===== config.mk =====
export PLATFORM = sky130hd
export DESIGN_NAME = particle_life_ease_out_core
export DESIGN_NICKNAME = d
export VERILOG_FILES = /design/src/sv/plee_pkg.sv /design/src/sv/plee_ctrl.sv /design/src/sv/plee_dp.sv /design/src/sv/particle_life_ease_out_core.sv
export SDC_FILE = /design/constraint.sdc
export NUM_CORES = 2
export LEC_CHECK = 0
export BUFFER_PORTS_ARGS = -buffer_cell sky130_fd_sc_hd__buf_2
export CORE_ASPECT_RATIO = 0.9
export CORE_MARGIN = 1
export CORE_UTILIZATION = 45
export CTS_BUF_LIST = sky130_fd_sc_hd__clkbuf_4
export DETAILED_ROUTE_END_ITERATION = 16
export PLACE_DENSITY = 0.72
export REMOVE_ABC_BUFFERS = 1
export SLEW_MARGIN = 30
export SYNTH_ARGS = -nofsm -noshare
export SYNTH_HDL_FRONTEND = slang
export SYNTH_SLANG_ARGS = --single-unit

===== constraint.sdc =====
create_clock -name i_clk -period 9.82 [get_ports i_clk]
set_clock_uncertainty 0.1 [all_clocks]
set_input_delay 1.473 -clock i_clk [delete_from_list [all_inputs] [get_ports i_clk]]
set_output_delay 1.473 -clock i_clk [all_outputs]
set_load 0.02 [all_outputs]

===== src/sv/plee_pkg.sv =====
// Shared types, constants and exponent table for the particle ease-out core.
package plee_pkg;

    localparam int ELAPSED_W  = 32;
    localparam int DELTA_W    = 20;
    localparam int SCALE_W    = 24;
    localparam int FRAC_W     = 17;
    localparam int CFG_IDX_W  = 2;
    localparam int CFG_DATA_W = 32;

    localparam logic [FRAC_W-1:0] FRAC_ONE = 17'h10000;

    // Exponent decay rate and table depth
    localparam int DECAY_RATE = 15;
    localparam int EXP_DEPTH  = 64;
    localparam int IDX_W      = $clog2(EXP_DEPTH);
    localparam int E_W        = FRAC_W + $clog2(DECAY_RATE + 1);
    localparam int SH_W       = E_W - 16;

    // Divider: one integer bit plus 16 fraction bits
    localparam int DIV_STEPS = 17;
    localparam int CNT_W     = $clog2(DIV_STEPS);

    // Product of the 25-bit scale span and the 17-bit ease weight
    localparam int DIFF_W = SCALE_W + 1;
    localparam int PROD_W = DIFF_W + FRAC_W + 1;

    // Register indexes
    localparam logic [CFG_IDX_W-1:0] REG_LIFETIME    = 2'd0;
    localparam logic [CFG_IDX_W-1:0] REG_START_SCALE = 2'd1;
    localparam logic [CFG_IDX_W-1:0] REG_END_SCALE   = 2'd2;

    // round(65536 * 2^(-i/64))
    localparam logic [FRAC_W-1:0] EXP2_TABLE [EXP_DEPTH] = '{
        17'd65536, 17'd64830, 17'd64132, 17'd63441, 17'd62757, 17'd62081, 17'd61413, 17'd60751,
        17'd60097, 17'd59449, 17'd58809, 17'd58176, 17'd57549, 17'd56929, 17'd56316, 17'd55709,
        17'd55109, 17'd54515, 17'd53928, 17'd53347, 17'd52773, 17'd52204, 17'd51642, 17'd51085,
        17'd50535, 17'd49991, 17'd49452, 17'd48920, 17'd48393, 17'd47871, 17'd47356, 17'd46846,
        17'd46341, 17'd45842, 17'd45348, 17'd44859, 17'd44376, 17'd43898, 17'd43425, 17'd42958,
        17'd42495, 17'd42037, 17'd41584, 17'd41136, 17'd40693, 17'd40255, 17'd39821, 17'd39392,
        17'd38968, 17'd38548, 17'd38133, 17'd37722, 17'd37316, 17'd36914, 17'd36516, 17'd36123,
        17'd35734, 17'd35349, 17'd34968, 17'd34591, 17'd34219, 17'd33850, 17'd33486, 17'd33125
    };

    // Controller to datapath commands
    typedef struct packed {
        logic load_in;
        logic update;
        logic div_step;
        logic exp_calc;
        logic mul_calc;
        logic out_load;
    } t_cmd;

    // Datapath to controller status
    typedef struct packed {
        logic destroy;
        logic div_last;
    } t_sts;

endpackage


===== src/sv/plee_ctrl.sv =====
// Sequencing state machine and output valid for the particle ease-out core.
module plee_ctrl
    import plee_pkg::*;
(
    input  logic i_clk,
    input  logic i_rst_n,
    input  logic i_in_valid,
    output logic o_in_ready,
    output logic o_out_valid,
    input  logic i_out_ready,
    input  t_sts i_sts,
    output t_cmd o_cmd
);

    localparam logic [2:0] S_IDLE = 3'd0;
    localparam logic [2:0] S_UPD  = 3'd1;
    localparam logic [2:0] S_DIV  = 3'd2;
    localparam logic [2:0] S_EXP  = 3'd3;
    localparam logic [2:0] S_MUL  = 3'd4;
    localparam logic [2:0] S_OUT  = 3'd5;

    logic [2:0] r_state, n_state;
    logic       r_out_valid, n_out_valid;
    logic       out_free;

    assign out_free = !r_out_valid || i_out_ready;

    always_comb begin
        n_state = r_state;
        o_cmd   = '0;
        case (r_state)
            S_IDLE: begin
                if (i_in_valid) begin
                    o_cmd.load_in = 1'b1;
                    n_state       = S_UPD;
                end
            end
            S_UPD: begin
                o_cmd.update = 1'b1;
                n_state      = S_DIV;
            end
            S_DIV: begin
                if (i_sts.destroy) begin
                    n_state = S_OUT;
                end else begin
                    o_cmd.div_step = 1'b1;
                    if (i_sts.div_last) begin
                        n_state = S_EXP;
                    end
                end
            end
            S_EXP: begin
                o_cmd.exp_calc = 1'b1;
                n_state        = S_MUL;
            end
            S_MUL: begin
                o_cmd.mul_calc = 1'b1;
                n_state        = S_OUT;
            end
            S_OUT: begin
                if (out_free) begin
                    o_cmd.out_load = 1'b1;
                    n_state        = S_IDLE;
                end
            end
            default: n_state = S_IDLE;
        endcase
    end

    always_comb begin
        n_out_valid = r_out_valid;
        if (o_cmd.out_load) begin
            n_out_valid = 1'b1;
        end else if (i_out_ready) begin
            n_out_valid = 1'b0;
        end
    end

    always_ff @(posedge i_clk) begin
        if (!i_rst_n) begin
            r_state     <= S_IDLE;
            r_out_valid <= 1'b0;
        end else begin
            r_state     <= n_state;
            r_out_valid <= n_out_valid;
        end
    end

    assign o_in_ready  = (r_state == S_IDLE);
    assign o_out_valid = r_out_valid;

endmodule


===== src/sv/plee_dp.sv =====
// Datapath: config registers, elapsed time, serial divider, exp2 lookup, multiply, output.
module plee_dp
    import plee_pkg::*;
(
    input  logic                   i_clk,
    input  logic                   i_rst_n,
    input  logic                   i_cfg_wr_en,
    input  logic [CFG_IDX_W-1:0]   i_cfg_addr,
    input  logic [CFG_DATA_W-1:0]  i_cfg_wdata,
    input  logic [DELTA_W-1:0]     i_delta_time,
    input  t_cmd                   i_cmd,
    output t_sts                   o_sts,
    output logic                   o_destroy_request,
    output logic [SCALE_W-1:0]     o_scale,
    output logic [FRAC_W-1:0]      o_life_left_fraction
);

    // Configuration
    logic [ELAPSED_W-1:0] r_lifetime;
    logic [SCALE_W-1:0]   r_start;
    logic [SCALE_W-1:0]   r_end;

    // Working state
    logic [ELAPSED_W-1:0] r_elapsed;
    logic [DELTA_W-1:0]   r_delta;
    logic                 r_destroy;
    logic [ELAPSED_W-1:0] r_rem;
    logic [FRAC_W-1:0]    r_quo;
    logic [CNT_W-1:0]     r_cnt;
    logic [FRAC_W-1:0]    r_frac;
    logic [FRAC_W-1:0]    r_exp;
    logic [PROD_W-1:0]    r_prod;

    // Output register
    logic                 r_o_destroy;
    logic [SCALE_W-1:0]   r_o_scale;
    logic [FRAC_W-1:0]    r_o_life;

    logic [ELAPSED_W:0]   sum;
    logic [ELAPSED_W-1:0] sat;
    logic [ELAPSED_W:0]   trial;
    logic                 ge;
    logic [ELAPSED_W:0]   trial_sub;
    logic [FRAC_W-1:0]    frac;
    logic [E_W-1:0]       e_val;
    logic [IDX_W-1:0]     idx;
    logic [SH_W-1:0]      sh;
    logic signed [DIFF_W-1:0] diff;
    logic [FRAC_W-1:0]    weight;
    logic signed [PROD_W-1:0] prod;
    logic [SCALE_W+2:0]   sc_wide;

    // Saturating elapsed-time update
    assign sum = {1'b0, r_elapsed} + {{(ELAPSED_W + 1 - DELTA_W){1'b0}}, r_delta};
    assign sat = sum[ELAPSED_W] ? {ELAPSED_W{1'b1}} : sum[ELAPSED_W-1:0];

    // Restoring division: first step has no shift (integer bit)
    assign trial     = (r_cnt == '0) ? {1'b0, r_rem} : {r_rem, 1'b0};
    assign ge        = (trial >= {1'b0, r_lifetime});
    assign trial_sub = trial - {1'b0, r_lifetime};

    // Integer bit set means elapsed == lifetime (or zero lifetime): full life
    assign frac  = r_quo[FRAC_W-1] ? FRAC_ONE : r_quo;
    assign e_val = E_W'(frac) * E_W'(DECAY_RATE);
    assign idx   = e_val[15 -: IDX_W];
    assign sh    = e_val[E_W-1:16];

    assign diff   = $signed({r_end[SCALE_W-1], r_end}) - $signed({r_start[SCALE_W-1], r_start});
    assign weight = FRAC_ONE - r_exp;
    assign prod   = diff * $signed({1'b0, weight});

    // Floor division by 65536 is the arithmetic top slice of the product
    assign sc_wide = {{3{r_start[SCALE_W-1]}}, r_start} + r_prod[PROD_W-1:16];

    always_ff @(posedge i_clk) begin
        if (!i_rst_n) begin
            r_lifetime <= ELAPSED_W'(32'h0001_0000);
            r_start    <= SCALE_W'(24'h01_0000);
            r_end      <= '0;
            r_elapsed  <= '0;
        end else begin
            if (i_cfg_wr_en) begin
                case (i_cfg_addr)
                    REG_LIFETIME:    r_lifetime <= i_cfg_wdata;
                    REG_START_SCALE: r_start    <= i_cfg_wdata[SCALE_W-1:0];
                    REG_END_SCALE:   r_end      <= i_cfg_wdata[SCALE_W-1:0];
                    default: ;
                endcase
            end
            if (i_cmd.update) begin
                r_elapsed <= sat;
            end
        end
    end

    always_ff @(posedge i_clk) begin
        if (i_cmd.load_in) begin
            r_delta <= i_delta_time;
        end
        if (i_cmd.update) begin
            r_destroy <= (sat > r_lifetime);
            r_rem     <= sat;
            r_cnt     <= '0;
            r_quo     <= '0;
        end
        if (i_cmd.div_step) begin
            r_rem <= ge ? trial_sub[ELAPSED_W-1:0] : trial[ELAPSED_W-1:0];
            r_quo <= {r_quo[FRAC_W-2:0], ge};
            r_cnt <= r_cnt + CNT_W'(1);
        end
        if (i_cmd.exp_calc) begin
            r_frac <= frac;
            r_exp  <= EXP2_TABLE[idx] >> sh;
        end
        if (i_cmd.mul_calc) begin
            r_prod <= prod;
        end
        if (i_cmd.out_load) begin
            r_o_destroy <= r_destroy;
            r_o_scale   <= r_destroy ? '0 : sc_wide[SCALE_W-1:0];
            r_o_life    <= r_destroy ? '0 : (FRAC_ONE - r_frac);
        end
    end

    assign o_sts.destroy  = r_destroy;
    assign o_sts.div_last = (r_cnt == CNT_W'(DIV_STEPS - 1));

    assign o_destroy_request    = r_o_destroy;
    assign o_scale              = r_o_scale;
    assign o_life_left_fraction = r_o_life;

endmodule


===== src/sv/particle_life_ease_out_core.sv =====
// Top level of the particle lifetime and exponential ease-out scale core.
//
// Each accepted delta_time transaction advances a saturating Q16.16 elapsed
// time and yields exactly one result transaction. When the elapsed time is
// beyond the lifetime, the result carries destroy_request = 1 with zero scale
// and zero life-left fraction; the particle stays destroyed on every later
// tick until reset or until a lifetime at or above the elapsed time is
// written. Otherwise the lived fraction elapsed/lifetime (Q1.16) comes
// from a restoring divider that resolves one quotient bit per cycle, the
// factor 2^(-15*frac) is read from a 64-entry exp2 table and shifted, and one
// 25x18 multiply eases the scale from start_scale toward end_scale.
// On the normal path an accepted input runs through the update, 17 divider
// steps, table lookup, multiply and output load; a destroy skips the divider
// steps, lookup and multiply, and the output load waits for a free output
// register. One transaction is in flight at a time: no new input is accepted
// until the result is loaded. A finished result sits in an output register,
// and the next input is accepted while it waits to be taken. Configuration
// registers (0 lifetime, 1 start_scale, 2 end_scale) are written through a
// plain write port; the user must write them only when the core is idle, as
// the core does not enforce it. Writes to index 3 are ignored.
module particle_life_ease_out_core
    import plee_pkg::*;
(
    input  logic                  i_clk,
    input  logic                  i_rst_n,
    // configuration
    input  logic                  i_cfg_wr_en,
    input  logic [CFG_IDX_W-1:0]  i_cfg_addr,
    input  logic [CFG_DATA_W-1:0] i_cfg_wdata,
    // tick input
    input  logic                  i_in_valid,
    output logic                  o_in_ready,
    input  logic [DELTA_W-1:0]    i_delta_time,
    // result output
    output logic                  o_out_valid,
    input  logic                  i_out_ready,
    output logic                  o_destroy_request,
    output logic [SCALE_W-1:0]    o_scale,
    output logic [FRAC_W-1:0]     o_life_left_fraction
);

    t_cmd cmd;
    t_sts sts;

    // Sequencer: decides which datapath step runs each cycle
    plee_ctrl u_ctrl (
        .i_clk       (i_clk),
        .i_rst_n     (i_rst_n),
        .i_in_valid  (i_in_valid),
        .o_in_ready  (o_in_ready),
        .o_out_valid (o_out_valid),
        .i_out_ready (i_out_ready),
        .i_sts       (sts),
        .o_cmd       (cmd)
    );

    // Arithmetic, configuration and result registers
    plee_dp u_dp (
        .i_clk                (i_clk),
        .i_rst_n              (i_rst_n),
        .i_cfg_wr_en          (i_cfg_wr_en),
        .i_cfg_addr           (i_cfg_addr),
        .i_cfg_wdata          (i_cfg_wdata),
        .i_delta_time         (i_delta_time),
        .i_cmd                (cmd),
        .o_sts                (sts),
        .o_destroy_request    (o_destroy_request),
        .o_scale              (o_scale),
        .o_life_left_fraction (o_life_left_fraction)
    );

endmodule


Word level (Yosys, flattened, before mapping) --
Memories as Yosys holds them, arrays and structs flattened. Cells that the tools add are included. W data, S select, Z words.
Cells by class: $add $sub $neg 7, multipliers 2, $lt $le $gt $ge 3, equal/unequal tests 11, shift-type cells 1, muxes and demuxes 28, bitwise logic cells 1, reductions and logical operators 11
Operators by type and width (count):
- $mux W32 | 4
- $mux W17 | 5
- $mul A25 B18 Y40 | 1
- $sub A17 B17 Y17 const A | 2
- $add A32 B20 Y33 | 1
- $ge A33 B32 Y1 | 1
- $mux W33 | 1
- $gt A32 B32 Y1 | 1
- $sub A32 B32 Y32 | 1
- $sub A24 B24 Y25 | 1
- $add A24 B24 Y24 | 1
- $mul A17 B4 Y21 const B | 1
- $pmux W3 S6 | 1
- $shr A17 B5 Y17 | 1
- $mux W3 | 4
- $mux W1 | 11
- $mux W5 | 2
- $ge A7 B7 Y1 const B | 1
- $not A6 Y7 | 1
- $eq A3 B2 Y1 const B | 2
- $eq A3 B3 Y1 const B | 2
- $reduce_and A2 Y1 | 3
- $add A5 B1 Y5 const B | 1
- $eq A5 B5 Y1 const B | 1
- other kinds (13) | 14
Storage, ports and cells: flip-flop bits (word level) 307, ROM bits 1088, input port bits 59, output and inout bits 44, logic and storage cells 82, memories 1
Memory list:
- (no name shown) | words 64, bits a word 17, rd ports 1, clocked after memory_dff 0, wr ports 0, RTL line plee_dp.sv:113 | r_exp <= EXP2_TABLE[idx] >> sh;

Logic depth before layout (Yosys ltp) --
word-level depth 7, mapped depth 40, mapped depth without buffers 40

Modules after synthesis --
From an unflattened synthesis, not the netlist that was laid out.
Unflattened totals: cell total of the unflattened synthesis 3985, area total of the unflattened synthesis 35220.0 um^2
Modules (own cells, without submodules):
- plee_dp | times used 1, cells an instance 3953, area each 34952.3 um^2, seq. area each 7497.2 um^2
- plee_ctrl | times used 1, cells an instance 32, area each 267.8 um^2, seq. area each 80.1 um^2

Worst setup path before layout --
OpenSTA, ideal clock, no wires.
path kind flip-flop to flip-flop, from register u_dp.r_start[0], to register u_dp.r_prod[39], data pin, library setup time 260 ps, arrival time 8357 ps, data required time 9460 ps, path slack 1103 ps, cell stages (with the launch flop) 37, path buffers 0, clock period less this slack 8717 ps, cells stage by stage dfxtp_1 -> ha_1 -> inv_1 -> fa_1 -> a211oi_1 -> o21ai_0 -> a311o_2 -> a41oi_1 -> a21oi_1 -> a41oi_1 -> a21oi_2 -> a21o_1 -> a21o_1 -> xor2_1 -> nand2_1 -> fa_1 -> fa_1 -> fa_1 -> inv_1 -> fa_1 -> fa_1 -> inv_1 -> fa_1 -> inv_1 -> ha_1 -> nand2_1 -> nor2_1 -> and3_1 -> a32oi_1 -> a31oi_1 -> a41oi_1 -> a21oi_1 -> nand4_1 -> nand4b_1 -> xnor2_1 -> xnor2_1 -> xnor2_1
On the way: longest elaborated chain between the ends 2
RTL lines:
- from (decl) | RTL line plee_dp.sv:20 | logic [SCALE_W-1:0] r_start;
- from (signal assigned) | RTL line plee_dp.sv:78 | r_start <= SCALE_W'(24'h01_0000);
- from (signal assigned) | RTL line plee_dp.sv:85 | REG_START_SCALE: r_start <= i_cfg_wdata[SCALE_W-1:0];
- $sub A24 B24 Y25 | RTL line plee_dp.sv:68 | assign diff = $signed({r_end[SCALE_W-1], r_end}) - $signed({r_start[SCALE_W-1], r_start});
- $mul A25 B18 Y40 | RTL line plee_dp.sv:70 | assign prod = diff * $signed({1'b0, weight});
- net u_dp.prod[39] | RTL line plee_dp.sv:50 | logic signed [PROD_W-1:0] prod;
- to (signal assigned) | RTL line plee_dp.sv:116 | r_prod <= prod;
- to (decl) | RTL line plee_dp.sv:32 | logic [PROD_W-1:0] r_prod;
The timed path passes the listed nets, and every way through them passes these cells. A chain may end at the register's enable or synchronous reset.

Final worst setup path --
from register u_dp.r_start[1], to register u_dp.r_prod[39], data pin
The elaborated chain is that of the path after synthesis.

==> flow_summary.json <==
{
  "status": "finished clean",
  "fin_crit_sh_pct": 95.3,
  "die_h_um": 267,
  "maxCapViolCount": 0,
  "mappedNetlistArea_sq_mm": 0.0352,
  "worst_r2r_endpoint": "u_dp.r_prod[39]",
  "worst_case_reg_to_reg_path_depth": 39,
  "fin_nets": 4854,
  "post-cts-setup-buffers": 0,
  "number_of_global_route_vias_before_repair": 28600,
  "synthesis.area_per_instance_sq_um": 8.82,
  "final-max-slew-violation-count": 0,
  "die_area_sq_mm": 0.0793,
  "synth_largest_area_cell": "sky130_fd_sc_hd__fa_1",
  "crit_required_ns": 10.23,
  "grt_antenna_before_repair": 9,
  "cts-buffers-inserted": 78,
  "fp.dieW_um": 297,
  "worst_setup_path_startpoint": "u_dp.r_start[1]",
  "maxClockFrequency_ghz": 0.107,
  "routedWlPerCell_um": 18.7,
  "hold_path_class": "flip-flop to flip-flop",
  "count_of_nets_left_with_antenna_violations_after_detail_routing": 0,
  "layout_commonest_cell": "sky130_fd_sc_hd__inv_1",
  "grt_use_total_pct": 24.6,
  "dominant_register_cell_in_the_synthesized_netlist": "sky130_fd_sc_hd__edfxtp_1",
  "final-seq-area_sq_mm": 0.00758,
  "vias_per_cell": 5.56,
  "timing.critical_path.arrival_ns": 9.77,
  "initialDrtViolationCount": 2620,
  "complex_gate_fraction_of_the_synthesized_area_pct": 13.0,
  "synth_seq_cells": 291,
  "clkLatencyLatePin_ns": 0.81,
  "tritoncts_num_sinks": 291,
  "yosysSeqAreaShare_pct": 21.5,
  "gr-total-overflow": 0,
  "mostFrequentLayoutCells": "sky130_fd_sc_hd__inv_1, sky130_fd_sc_hd__nand2_1, sky130_fd_sc_hd__nor2_1",
  "post_synth_edffs": 175,
  "r2r_setup_slack_ns": 0.46,
  "setup_total_negative_slack_ns": 0,
  "maxSlewHeadroom_pct": 31.9,
  "start_util_pct": 45.8,
  "floorplan.core_area_sq_mm": 0.0768,
  "cts_buffer_depth": 3,
  "rr_startpoint": "u_dp.r_start[1]",
  "placementRows": 96,
  "post_route_cells_drive_above_1_share_pct": 10.6,
  "top_level_ports": 103,
  "worst_path_max_delay_cell": "sky130_fd_sc_hd__fa_1",
  "critical_path_peak_fanout": 10,
  "cp_slowest_stage_delay_ns": 0.55,
  "synth.yosys.warnings": 0,
  "synth_fa_ha_area_share_pct": 33.5,
  "synth_xor_xnor_area_share_pct": 5.01,
  "whs_path_depth": 2,
  "multiInputGateArea_sq_mm": 0.0249,
  "synth_cells": 3988,
  "timing_hold_violations_final": 0,
  "grt_max_degree": 97,
  "synth_mux_area_share_pct": 2.28,
  "grt_pass1_wl_um": 155000,
  "critical-path-top-cell-by-count": "sky130_fd_sc_hd__fa_1",
  "setup.worst_path.end_class": "flip-flop",
  "worstHoldStart": "u_dp.r_lifetime[8]",
  "max_slew.worst_pin.slew_ns": 1.02,
  "cts_tree": "built",
  "filler_cell_count": 7145,
  "synth-simple-area-share_pct": 16.6,
  "grt_setup_unrepaired": "false",
  "number_of_vias_in_the_routed_layout": 28900,
  "synthTopCellsByArea": "sky130_fd_sc_hd__fa_1, sky130_fd_sc_hd__edfxtp_1, sky130_fd_sc_hd__ha_1",
  "min_period_ns": 9.36,
  "post-synth-top-area-fraction_pct": 24.3,
  "worst_hold_path.endpoint": "u_dp.r_lifetime[8]",
  "path_clk_slew_ns": 0.07,
  "post_synth_arst_share_pct": 0,
  "drt-total-wl_um": 97100,
  "synthDistinctLibCells": 102,
  "syn2layout_area_growth_pct": 8.54,
  "timing.setup.critical_path_class": "flip-flop to flip-flop",
  "cp-start-kind": "flip-flop",
  "globalplace.congestion": 0.974,
  "drt_first_pass_iters": 6,
  "io_buffers": 102,
  "dp_hpwl_um": 77300,
  "htree_num_levels": 3,
  "synth_top_family_by_area": "adder cells",
  "cts-root-buf": "sky130_fd_sc_hd__clkbuf_4",
  "total_drc_errors_in_the_routed_layout": 0,
  "timing.final.setup_violations": 0
}
## synthesized netlist by cell type, drive strengths merged, types with 10 or more instances
library cell,n
a221oi,14
a21o,52
nor4,21
ha,259
o211ai,21
mux2i,35
fa,427
edfxtp,175
o21bai,11
nor2,435
xnor2,116
xor2,80
nor2b,49
nand2b,48
and3,24
dfxtp,116
or3,12
nand4,19
a31oi,28
nand2,516
and2,42
o21ai,88
inv,589
nand3,43
a211o,10
or2,13
a31o,10
mux2,38
nor3,70
o21a,35
clkbuf,125
a211oi,41
buf,28
a21oi,230
o31ai,18
o211a,15
## per-stage QoR
step                cells  utilization (%)  instance area, sq um  hold WS [ns]  worst slack (ns)
global route         5193             49.8                 38200         0.366            0.0212
CTS                  5191             49.7                 38100         0.355             0.106
global placement     5056             48.3                 37100         0.342             0.351
detailed placement   5058             48.4                 37100         0.346             0.198
finish               5195             49.8                 38200         0.354             0.460
floorplan            3835                -                 34600         0.336              1.10
## cells by family after synthesis
family | count (synthesis)
and+or+nand+nor | 1323
muxes | 74
AOI/OAI and AO/OA | 671
adders and majority gates | 686
DFF | 291
buffers and inverters | 747
xor gates and xnor gates | 196
## what timing repair did
item,4_1_cts,5_1_grt
setup endpoints to repair,0,4
gates resized for setup,0,9
hold buffers,0,0
## worst max-delay path, delay by kind of cell, from the launching register on
family                     cells  cell delay, ns
xor gates and xnor gates       4            0.55
adders and majority gates      8            3.63
buffers and inverters          7            0.67
AOI/OAI and AO/OA             13            2.84
and+or+nand+nor                7            0.89
DFF                            1            0.37
## state kept, by name (all words and copies together) (netlist names)
name / count
u_dp.r_lifetime: 32
u_dp.r_start: 24
u_dp.o_destroy_request: 1
u_dp.r_prod: 24
u_dp.r_exp: 17
u_dp.r_elapsed: 32
u_ctrl.r_state: 3
u_dp.r_end: 24
u_dp.o_scale: 24
u_dp.o_life_left_fraction: 17
u_dp.r_quo: 17
u_dp.r_delta: 20
u_dp.r_cnt: 5
u_ctrl.o_out_valid: 1
u_dp.r_rem: 32
u_dp.r_destroy: 1
u_dp.r_frac: 17
## how the worst max path moves through the flow
| stage | to | slack [ns] |
|---|---|---|
| 3_5_place_dp | u_dp.r_prod[39] | 0.20 |
| 3_3_place_gp | u_dp.r_prod[39] | 0.35 |
| 2_1_floorplan | u_dp.r_prod[39] | 1.10 |
| 5_1_grt | u_dp.r_prod[39] | 0.02 |
| 6_report | u_dp.r_prod[39] | 0.46 |
| 4_1_cts | u_dp.r_prod[39] | 0.11 |
## routing by layer
layer  vias to the layer above  share of wire (%)  GRT usage (%)
li1                      13400                  -              -
met1                     14000                 43           33.5
met2                      1294                 44           37.5
met3                       208                9.9           6.60
met4                        10                3.1           8.53
met5                         -              0.067              0
## area by class of cell
type	count	area share (%)
antenna	4	0.0262
clock buffer	113	2.22
clock inverter	20	0.351
inverter	594	5.84
multi-input combinational	2950	65.2
sequential	291	19.8
tap	1029	3.37
timing repair buffer	194	3.17
Power is not shown: default switching activity piles up to over one toggle a cycle in this logic, so the estimate is an artifact.
